<file path="config.mk">
export PLATFORM = sky130hd
export DESIGN_NAME = acs_fifo
export DESIGN_NICKNAME = d
export VERILOG_FILES = /design/src/hdl/assert_macros.svh /design/src/hdl/acs_pkg.sv /design/src/hdl/acs_fifo.sv
export SDC_FILE = /design/constraint.sdc
export NUM_CORES = 1
export LEC_CHECK = 0
export BUFFER_PORTS_ARGS = -buffer_cell sky130_fd_sc_hd__buf_2
export CORE_MARGIN = 2
export CORE_UTILIZATION = 51
export DETAILED_ROUTE_END_ITERATION = 6
export MAX_ROUTING_LAYER = met4
export PLACE_DENSITY = 0.87
export SETUP_SLACK_MARGIN = 0.02
export SYNTH_ARGS = -nofsm -noshare
export SYNTH_HDL_FRONTEND = slang
export SYNTH_SLANG_ARGS = --single-unit
</file>
<file path="constraint.sdc">
create_clock -name clk -period 2.8 [get_ports clk]
set_clock_uncertainty 0.15 [all_clocks]
set_input_delay 0.42 -clock clk [delete_from_list [all_inputs] [get_ports clk]]
set_output_delay 0.42 -clock clk [all_outputs]
set_load 0.03 [all_outputs]
</file>
<file path="src/hdl/assert_macros.svh">
// ----------------------------------------------------------------------------
// Assertion macros
// Shared concurrent assertion shorthands for the shaper RTL.
// ----------------------------------------------------------------------------
`ifndef ASSERT_MACROS_SVH
`define ASSERT_MACROS_SVH

// same-cycle implication
`define ACS_ASSERT_IMP(lbl, clk, rstn, ante, cons) \
  lbl: assert property (@(posedge clk) disable iff (!rstn) (ante) |-> (cons)) \
    else $error("shaper assertion failed");

// next-cycle implication
`define ACS_ASSERT_NXT(lbl, clk, rstn, ante, cons) \
  lbl: assert property (@(posedge clk) disable iff (!rstn) (ante) |=> (cons)) \
    else $error("shaper assertion failed");

`endif

</file>
<file path="src/hdl/acs_pkg.sv">
// ----------------------------------------------------------------------------
// acs_pkg
// Types, constants and form tables for the Arabic contextual shaper.
// ----------------------------------------------------------------------------
package acs_pkg;

  localparam logic [15:0] LETTER_FIRST = 16'h0621;
  localparam logic [15:0] LETTER_LAST  = 16'h064A;
  localparam logic [15:0] TATWEEL      = 16'h0640;
  localparam logic [15:0] LAM          = 16'h0644;
  localparam logic [15:0] LIG_MADDA    = 16'hFEF5;
  localparam logic [15:0] LIG_HAMZA_AB = 16'hFEF7;
  localparam logic [15:0] LIG_HAMZA_BL = 16'hFEF9;
  localparam logic [15:0] LIG_ALEF     = 16'hFEFB;
  localparam logic [15:0] MADDA_ALEF   = 16'h0622;
  localparam logic [15:0] ALEF_HAMZA_A = 16'h0623;
  localparam logic [15:0] ALEF_HAMZA_B = 16'h0625;
  localparam logic [15:0] ALEF         = 16'h0627;

  // classified request passed from front to back
  typedef struct packed {
    logic [15:0] code;
    logic        eot;
    logic        is_mark;
    logic        is_letter;
    logic        is_alef;
    logic        jb;
    logic        ja;
  } item_t;

  typedef enum logic [2:0] {
    S_IDLE,
    S_HEAD,
    S_MARKS,
    S_CUR,
    S_TAIL
  } state_t;

  // {isolated, initial, medial, final}
  function automatic logic [63:0] form_row(input logic [5:0] idx);
    logic [63:0] r;
    case (idx)
      6'd0:  r = {16'hFE80, 16'h0000, 16'h0000, 16'h0000};
      6'd1:  r = {16'hFE81, 16'h0000, 16'h0000, 16'hFE82};
      6'd2:  r = {16'hFE83, 16'h0000, 16'h0000, 16'hFE84};
      6'd3:  r = {16'hFE85, 16'h0000, 16'h0000, 16'hFE86};
      6'd4:  r = {16'hFE87, 16'h0000, 16'h0000, 16'hFE88};
      6'd5:  r = {16'hFE89, 16'hFE8B, 16'hFE8C, 16'hFE8A};
      6'd6:  r = {16'hFE8D, 16'h0000, 16'h0000, 16'hFE8E};
      6'd7:  r = {16'hFE8F, 16'hFE91, 16'hFE92, 16'hFE90};
      6'd8:  r = {16'hFE93, 16'h0000, 16'h0000, 16'hFE94};
      6'd9:  r = {16'hFE95, 16'hFE97, 16'hFE98, 16'hFE96};
      6'd10: r = {16'hFE99, 16'hFE9B, 16'hFE9C, 16'hFE9A};
      6'd11: r = {16'hFE9D, 16'hFE9F, 16'hFEA0, 16'hFE9E};
      6'd12: r = {16'hFEA1, 16'hFEA3, 16'hFEA4, 16'hFEA2};
      6'd13: r = {16'hFEA5, 16'hFEA7, 16'hFEA8, 16'hFEA6};
      6'd14: r = {16'hFEA9, 16'h0000, 16'h0000, 16'hFEAA};
      6'd15: r = {16'hFEAB, 16'h0000, 16'h0000, 16'hFEAC};
      6'd16: r = {16'hFEAD, 16'h0000, 16'h0000, 16'hFEAE};
      6'd17: r = {16'hFEAF, 16'h0000, 16'h0000, 16'hFEB0};
      6'd18: r = {16'hFEB1, 16'hFEB3, 16'hFEB4, 16'hFEB2};
      6'd19: r = {16'hFEB5, 16'hFEB7, 16'hFEB8, 16'hFEB6};
      6'd20: r = {16'hFEB9, 16'hFEBB, 16'hFEBC, 16'hFEBA};
      6'd21: r = {16'hFEBD, 16'hFEBF, 16'hFEC0, 16'hFEBE};
      6'd22: r = {16'hFEC1, 16'hFEC3, 16'hFEC4, 16'hFEC2};
      6'd23: r = {16'hFEC5, 16'hFEC7, 16'hFEC8, 16'hFEC6};
      6'd24: r = {16'hFEC9, 16'hFECB, 16'hFECC, 16'hFECA};
      6'd25: r = {16'hFECD, 16'hFECF, 16'hFED0, 16'hFECE};
      6'd31: r = {16'h0640, 16'h0000, 16'h0000, 16'h0000};
      6'd32: r = {16'hFED1, 16'hFED3, 16'hFED4, 16'hFED2};
      6'd33: r = {16'hFED5, 16'hFED7, 16'hFED8, 16'hFED6};
      6'd34: r = {16'hFED9, 16'hFEDB, 16'hFEDC, 16'hFEDA};
      6'd35: r = {16'hFEDD, 16'hFEDF, 16'hFEE0, 16'hFEDE};
      6'd36: r = {16'hFEE1, 16'hFEE3, 16'hFEE4, 16'hFEE2};
      6'd37: r = {16'hFEE5, 16'hFEE7, 16'hFEE8, 16'hFEE6};
      6'd38: r = {16'hFEE9, 16'hFEEB, 16'hFEEC, 16'hFEEA};
      6'd39: r = {16'hFEED, 16'h0000, 16'h0000, 16'hFEEE};
      6'd40: r = {16'hFEEF, 16'h0000, 16'h0000, 16'hFEF0};
      6'd41: r = {16'hFEF1, 16'hFEF3, 16'hFEF4, 16'hFEF2};
      default: r = 64'h0;
    endcase
    return r;
  endfunction

  function automatic logic is_letter(input logic [15:0] c);
    return (c >= LETTER_FIRST) && (c <= LETTER_LAST);
  endfunction

  function automatic logic [5:0] letter_idx(input logic [15:0] c);
    logic [15:0] d;
    d = c - LETTER_FIRST;
    return d[5:0];
  endfunction

  function automatic logic is_mark(input logic [15:0] c);
    return c inside {[16'h064B:16'h0655], 16'h0670, [16'h06D6:16'h06DC],
                     [16'h06DF:16'h06E4], 16'h06E7, 16'h06E8, [16'h06EA:16'h06ED]};
  endfunction

  function automatic logic joins_after(input logic [15:0] c);
    logic [63:0] r;
    r = form_row(letter_idx(c));
    if (c == TATWEEL) return 1'b1;
    if (!is_letter(c)) return 1'b0;
    return (r[47:32] != 16'h0) || (r[31:16] != 16'h0);
  endfunction

  function automatic logic joins_before(input logic [15:0] c);
    logic [63:0] r;
    r = form_row(letter_idx(c));
    if (c == TATWEEL) return 1'b1;
    if (!is_letter(c)) return 1'b0;
    return (r[31:16] != 16'h0) || (r[15:0] != 16'h0);
  endfunction

  function automatic logic is_alef(input logic [15:0] c);
    return c inside {MADDA_ALEF, ALEF_HAMZA_A, ALEF_HAMZA_B, ALEF};
  endfunction

  function automatic logic [15:0] shape(input logic [15:0] c, input logic jb,
                                        input logic ja);
    logic [63:0] r;
    r = form_row(letter_idx(c));
    if (!is_letter(c) || (c == TATWEEL)) return c;
    if (jb && ja && (r[31:16] != 16'h0)) return r[31:16];
    if (jb && (r[15:0] != 16'h0)) return r[15:0];
    if (ja && (r[47:32] != 16'h0)) return r[47:32];
    if (r[63:48] != 16'h0) return r[63:48];
    return c;
  endfunction

  function automatic logic [15:0] ligature(input logic [15:0] alef_c,
                                           input logic fin);
    logic [15:0] iso;
    case (alef_c)
      MADDA_ALEF:   iso = LIG_MADDA;
      ALEF_HAMZA_A: iso = LIG_HAMZA_AB;
      ALEF_HAMZA_B: iso = LIG_HAMZA_BL;
      default:      iso = LIG_ALEF;
    endcase
    return iso + {15'd0, fin};
  endfunction

endpackage

</file>
<file path="src/hdl/acs_fifo.sv">
// ----------------------------------------------------------------------------
// acs_fifo
// Two-entry queue of classified requests between front and back.
// ----------------------------------------------------------------------------
module acs_fifo (
  input  logic           clk,
  input  logic           rst_n,
  input  logic           wr_valid,
  output logic           wr_ready,
  input  acs_pkg::item_t wr_item,
  output logic           rd_valid,
  input  logic           rd_ready,
  output acs_pkg::item_t rd_item
);

  acs_pkg::item_t mem_r [2];
  logic       wp_r, rp_r;
  logic [1:0] cnt_r;
  logic       push, pop;

  assign wr_ready = (cnt_r != 2'd2);
  assign rd_valid = (cnt_r != 2'd0);
  assign rd_item  = mem_r[rp_r];
  assign push     = wr_valid && wr_ready;
  assign pop      = rd_valid && rd_ready;

  always_ff @(posedge clk) begin
    if (!rst_n) begin
      wp_r  <= 1'b0;
      rp_r  <= 1'b0;
      cnt_r <= 2'd0;
    end else begin
      if (push) wp_r <= ~wp_r;
      if (pop) rp_r <= ~rp_r;
      cnt_r <= cnt_r + {1'b0, push} - {1'b0, pop};
    end
  end

  always_ff @(posedge clk) begin
    if (push) mem_r[wp_r] <= wr_item;
  end

endmodule

</file>
# Word level (Yosys, flattened, before mapping)
# Memories as Yosys holds them, arrays and structs flattened. A register that Yosys moved wholly into a read port is not among the register bits.
# Cells that the tools add are included.
[totals]
ff_bits = 4
latch_bits = 0
ram_bits = 44
mem_bits_ro = 0
output_inout_bits = 24
wordCells = 16
memories = 1
[mem_list]
columns = ["memory", "words", "width", "read_ports", "rd_ports_with_merged_regs", "write_ports", "line_no", "text"]
rows = [
  ["mem_r", 2, 22, 1, 1, 1, "acs_fifo.sv:16", "acs_pkg::item_t mem_r [2];"],
]
[op_classes]
add_sub_neg = 2
mul = 0
div = 0
order_cmp = 0
n_eq_ne = 1
shifts = 0
muxes = 4
bitwise = 2
n_reduce_logical = 3
[op_table]
columns = ["op", "count"]
rows = [
  ["$mux 1", 4],
  ["$add 2x1->2", 1],
  ["$logic_and 1x1->1", 2],
  ["$ne 2x2->1 const B", 1],
  ["$not 1->1", 2],
  ["$reduce_bool 2->1", 1],
  ["$sub 2x1->2", 1],
]

# Longest topological paths before layout
[depth]
word_depth = 4
depth_mapped = 8
ltp_nobuf = 8

# Worst setup path after synthesis
# OpenSTA, ideal clock, no wires.
[synth_path]
path_type = "register to register"
from = "register cnt_r[0]"
to = "memory mem_r[0][0] (netlist bit), enable pin"
setup_ps = 401
arrival_time_ps = 1791
required_time_ps = 2249
slack_ps = 458
path_stages_with_launch = 4
n_path_buf = 0
synth_period_minus_slack_ps = 2342
cell_sequence = "dfxtp_1 nand2b_1 nand2_1 nor2_1"
[synth_between]
elab_chain_len = 4
[synth_rtl]
columns = ["item", "line_no", "text"]
rows = [
  ["from (decl)", "acs_fifo.sv:18", "logic [1:0] cnt_r;"],
  ["from (signal assigned)", "acs_fifo.sv:35", "cnt_r <= cnt_r + {1'b0, push} - {1'b0, pop};"],
  ["$ne 2x2->1", "acs_fifo.sv:21", "assign wr_ready = (cnt_r != 2'd2);"],
  ["net wr_ready", "acs_fifo.sv:9", "output logic wr_ready,"],
  ["$logic_and 1x1->1", "acs_fifo.sv:24", "assign push = wr_valid && wr_ready;"],
  ["$mux 1", "acs_fifo.sv:40", "if (push) mem_r[wp_r] <= wr_item;"],
  ["$mux 1 (not written as such)", "acs_fifo.sv:40", ""],
  ["to (decl)", "acs_fifo.sv:16", ""],
]
# The timed path passes the listed nets, and every way through them passes these cells.

==> results.json <==
{
  "cts_sinks": 49,
  "viasPerCell": 4.96,
  "power_frac_clock": 0.156,
  "power.density_nw_per_um2": 884,
  "setup.reg_to_reg.worst_slack_ps": 900,
  "yosys.cell_count.top_type": "sky130_fd_sc_hd__edfxtp_1",
  "drt_drc_violations_left": 0,
  "design_power_total_mw": 1.93,
  "yosysSeqAreaShare": 0.781,
  "synth_top_flop_cell": "sky130_fd_sc_hd__edfxtp_1",
  "initial_core_util": 0.537,
  "h-tree-depth": 2,
  "setup.worst_path.start_class": "register",
  "place.port_buffers": 49,
  "timing.hold.worst.class": "input pin to register",
  "power.net_switching_mw": 0.663,
  "maxClockFrequency_mhz": 420,
  "power.ir.vdd_worst_mv": 0.624,
  "setup-tns-final_ps": 0,
  "routed-via-count": 973,
  "final_design_area_no_fill_um2": 2190,
  "switching_share": 0.343,
  "total_leakage_power_nw": 0.839,
  "syn2layout_area_growth_pct": 20.2,
  "worstSetupPathType": "register to primary output",
  "ys.warnings.count": 0,
  "cts_resized": 0,
  "arr_time_crit_path_ps": 1810,
  "ctsHoldBuffers": 0,
  "ioPinCount": 50,
  "grt_use_total": 0.155,
  "post_synth_inst_count": 92,
  "synth.largest_area_cell": "sky130_fd_sc_hd__edfxtp_1",
  "detailed_place.area_um2": 2130,
  "asyncSetResetFlopFracSynth": 0,
  "netlist_top_cells_area": "sky130_fd_sc_hd__edfxtp_1 (73%), sky130_fd_sc_hd__mux2_2 (14%), sky130_fd_sc_hd__dfxtp_1 (5.5%), sky130_fd_sc_hd__xnor2_1 (1.4%), sky130_fd_sc_hd__ha_1 (1.4%)",
  "route.antenna.remaining_nets": 0,
  "clk_pin_slew_worst_paths_ps": 130,
  "fraction_of_layout_cells_with_a_size_suffix_above_1": 0.567,
  "drt_pass1_iterations": 4,
  "grt-ovfl-total": 0,
  "wire_length_of_the_first_global_routing_pass_um": 4420,
  "timing.critical_path.to_type": "primary output",
  "synth.net_count": 120,
  "postSynthRegisterBits": 49,
  "detail_route.iter0.violations": 14,
  "timing.max_slew.rel_slack": 0.606,
  "clock_insertion_delay_worst_skew_ps": 350,
  "p_seq_frac": 0.503,
  "max_slew.worst_pin.slew_ps": 591,
  "post-route-period-util": 0.850,
  "floorplan.rows": 21,
  "die_area_um2": 4060,
  "ctsLongestPathBuffers": 2,
  "number_of_hold_violations_in_the_final_report": 0,
  "num-nets-final": 177,
  "clk_root_buffer_cell": "sky130_fd_sc_hd__clkbuf_4",
  "cts.repair_timing.setup_buffer_count": 0,
  "critical_path_capture_point": "rd_item[6]",
  "die_y_um": 63.7,
  "grt_max_degree": 23,
  "rsz0062_at_grt": "false",
  "cts_tree": "done",
  "n_antenna_cell": 0,
  "gpl.final_weighted_congestion": 0.650,
  "routed_wirelength_um": 2820,
  "cts_buffers": 5,
  "worstReg2RegEnd": "mem_r[0][5]$_DFFE_PP_",
  "combinationalPowerShare": 0.341,
  "worst-endpoint-required_ps": 2230,
  "route.detailed.wl_per_inst_um": 14.4,
  "post_synth_instance_area_um2": 1820,
  "finalCriticalPeriod_ps": 2380,
  "synth_top_cell_area_share": 0.726,
  "avgSynthCellArea_um2": 19.8,
  "maxSlewViolCount": 0,
  "reg2reg_from": "cnt_r[0]$_SDFF_PN0_",
  "synthTopCellsByCount": "sky130_fd_sc_hd__edfxtp_1 (44), sky130_fd_sc_hd__mux2_2 (22), sky130_fd_sc_hd__dfxtp_1 (5), sky130_fd_sc_hd__xnor2_1 (3)",
  "synth_enable_flop_cells": 44,
  "initial_antenna_violation_count": 0,
  "max-cap-violations": 0,
  "synthDistinctLibCells": 16,
  "finalSetupViolations": 0,
  "cell_internal_pwr_mw": 1.27,
  "worst_r2r_path_depth": 4,
  "critical_path_peak_fanout": 12,
  "outcome": "finished, final reports clean",
  "detailed_place_hpwl_um": 2000,
  "floorplan.core_area_um2": 3390,
  "grt_pass1_vias": 970,
  "floorplan.die.width_um": 63.7
}
-- flip-flops by register name, indices dropped and copies added (netlist names), named ones only --
signal and flops:
wp_r 1, mem_r 44, rp_r 1, cnt_r 2
-- worst min-delay path by stage --
stage,startpoint,slack [ps],depth (start not counted),endpoint
2_1_floorplan,wp_r$_SDFFE_PN0N_,300,2,wp_r$_SDFFE_PN0N_
3_3_place_gp,wp_r$_SDFFE_PN0N_,330,2,wp_r$_SDFFE_PN0N_
3_5_place_dp,wp_r$_SDFFE_PN0N_,360,2,wp_r$_SDFFE_PN0N_
4_1_cts,wr_item[18],70,1,mem_r[1][18]$_DFFE_PP_
5_1_grt,wr_item[5],60,1,mem_r[1][5]$_DFFE_PP_
6_report,wr_item[18],90,1,mem_r[1][18]$_DFFE_PP_
-- final cells by class --
type	count	area (um2)
sequential	49	1420
fill	256	1200
multi-input combinational	40	382
timing repair buffer	52	268
tap	46	57.6
clock buffer	5	37.5
clock inverter	3	17.5
inverter	1	3.75
-- worst max-delay path, stage by stage (launching register included) --
cell	delay [ps]
sky130_fd_sc_hd__dfxtp_1	620
sky130_fd_sc_hd__buf_4	290
sky130_fd_sc_hd__mux2_2	360
sky130_fd_sc_hd__buf_2	180
-- per-layer routing --
metal / global-route usage / vias to the layer above / routed length, um
met5: - / - / 0
met4: 0.0815 / 0 / 46
met3: 0.0571 / 6 / 157
met2: 0.243 / 33 / 1480
met1: 0.174 / 474 / 1140
li1: - / 460 / -
-- placed cells by master (no fill, tap or decap) --
master / n
sky130_fd_sc_hd__clkinv_2: 2
sky130_fd_sc_hd__buf_2: 49
sky130_fd_sc_hd__clkbuf_4: 5
sky130_fd_sc_hd__or2_2: 1
sky130_fd_sc_hd__clkinvlp_4: 1
sky130_fd_sc_hd__and2_1: 2
sky130_fd_sc_hd__o21a_2: 1
sky130_fd_sc_hd__mux2_2: 22
sky130_fd_sc_hd__mux2i_1: 1
sky130_fd_sc_hd__nand2b_1: 2
sky130_fd_sc_hd__edfxtp_1: 44
sky130_fd_sc_hd__nor2b_1: 2
sky130_fd_sc_hd__dfxtp_1: 5
sky130_fd_sc_hd__and3_1: 1
sky130_fd_sc_hd__inv_1: 1
sky130_fd_sc_hd__nor2_2: 1
sky130_fd_sc_hd__nand2_1: 2
sky130_fd_sc_hd__ha_1: 2
sky130_fd_sc_hd__buf_4: 3
sky130_fd_sc_hd__xnor2_1: 3
-- power groups by stage --
stage	clock network, mW	logic (mW)	registers (mW)
floorplan	0	0.512	0.967
global placement	0	0.652	0.982
detailed placement	0	0.668	0.991
CTS	0.318	0.669	0.974
global route	0.348	0.707	0.985
finish	0.302	0.659	0.972
-- cell families (layout without fill, tap and decap cells) --
| logic type | count (synthesis) | count (layout) | synth area share |
|---|---|---|---|
| xor gates and xnor gates | 3 | 3 | 0.0144 |
| muxes | 23 | 23 | 0.142 |
| and+or+nand+nor | 11 | 11 | 0.0337 |
| buffers and inverters | 3 | 61 | 0.0103 |
| DFF | 49 | 49 | 0.781 |
| AOI/OAI and AO/OA | 1 | 1 | 0.00482 |
| adders and majority gates | 2 | 2 | 0.0138 |
-- through the flow --
stage	worst slack, ps	hold slack, ps	cells	util
floorplan	458	305	92	-
global placement	842	331	188	0.629
detailed placement	799	355	188	0.629
CTS	381	72.4	196	0.645
global route	271	57.3	196	0.645
finish	421	94.1	196	0.645
Power figures use the tool's default switching activity.
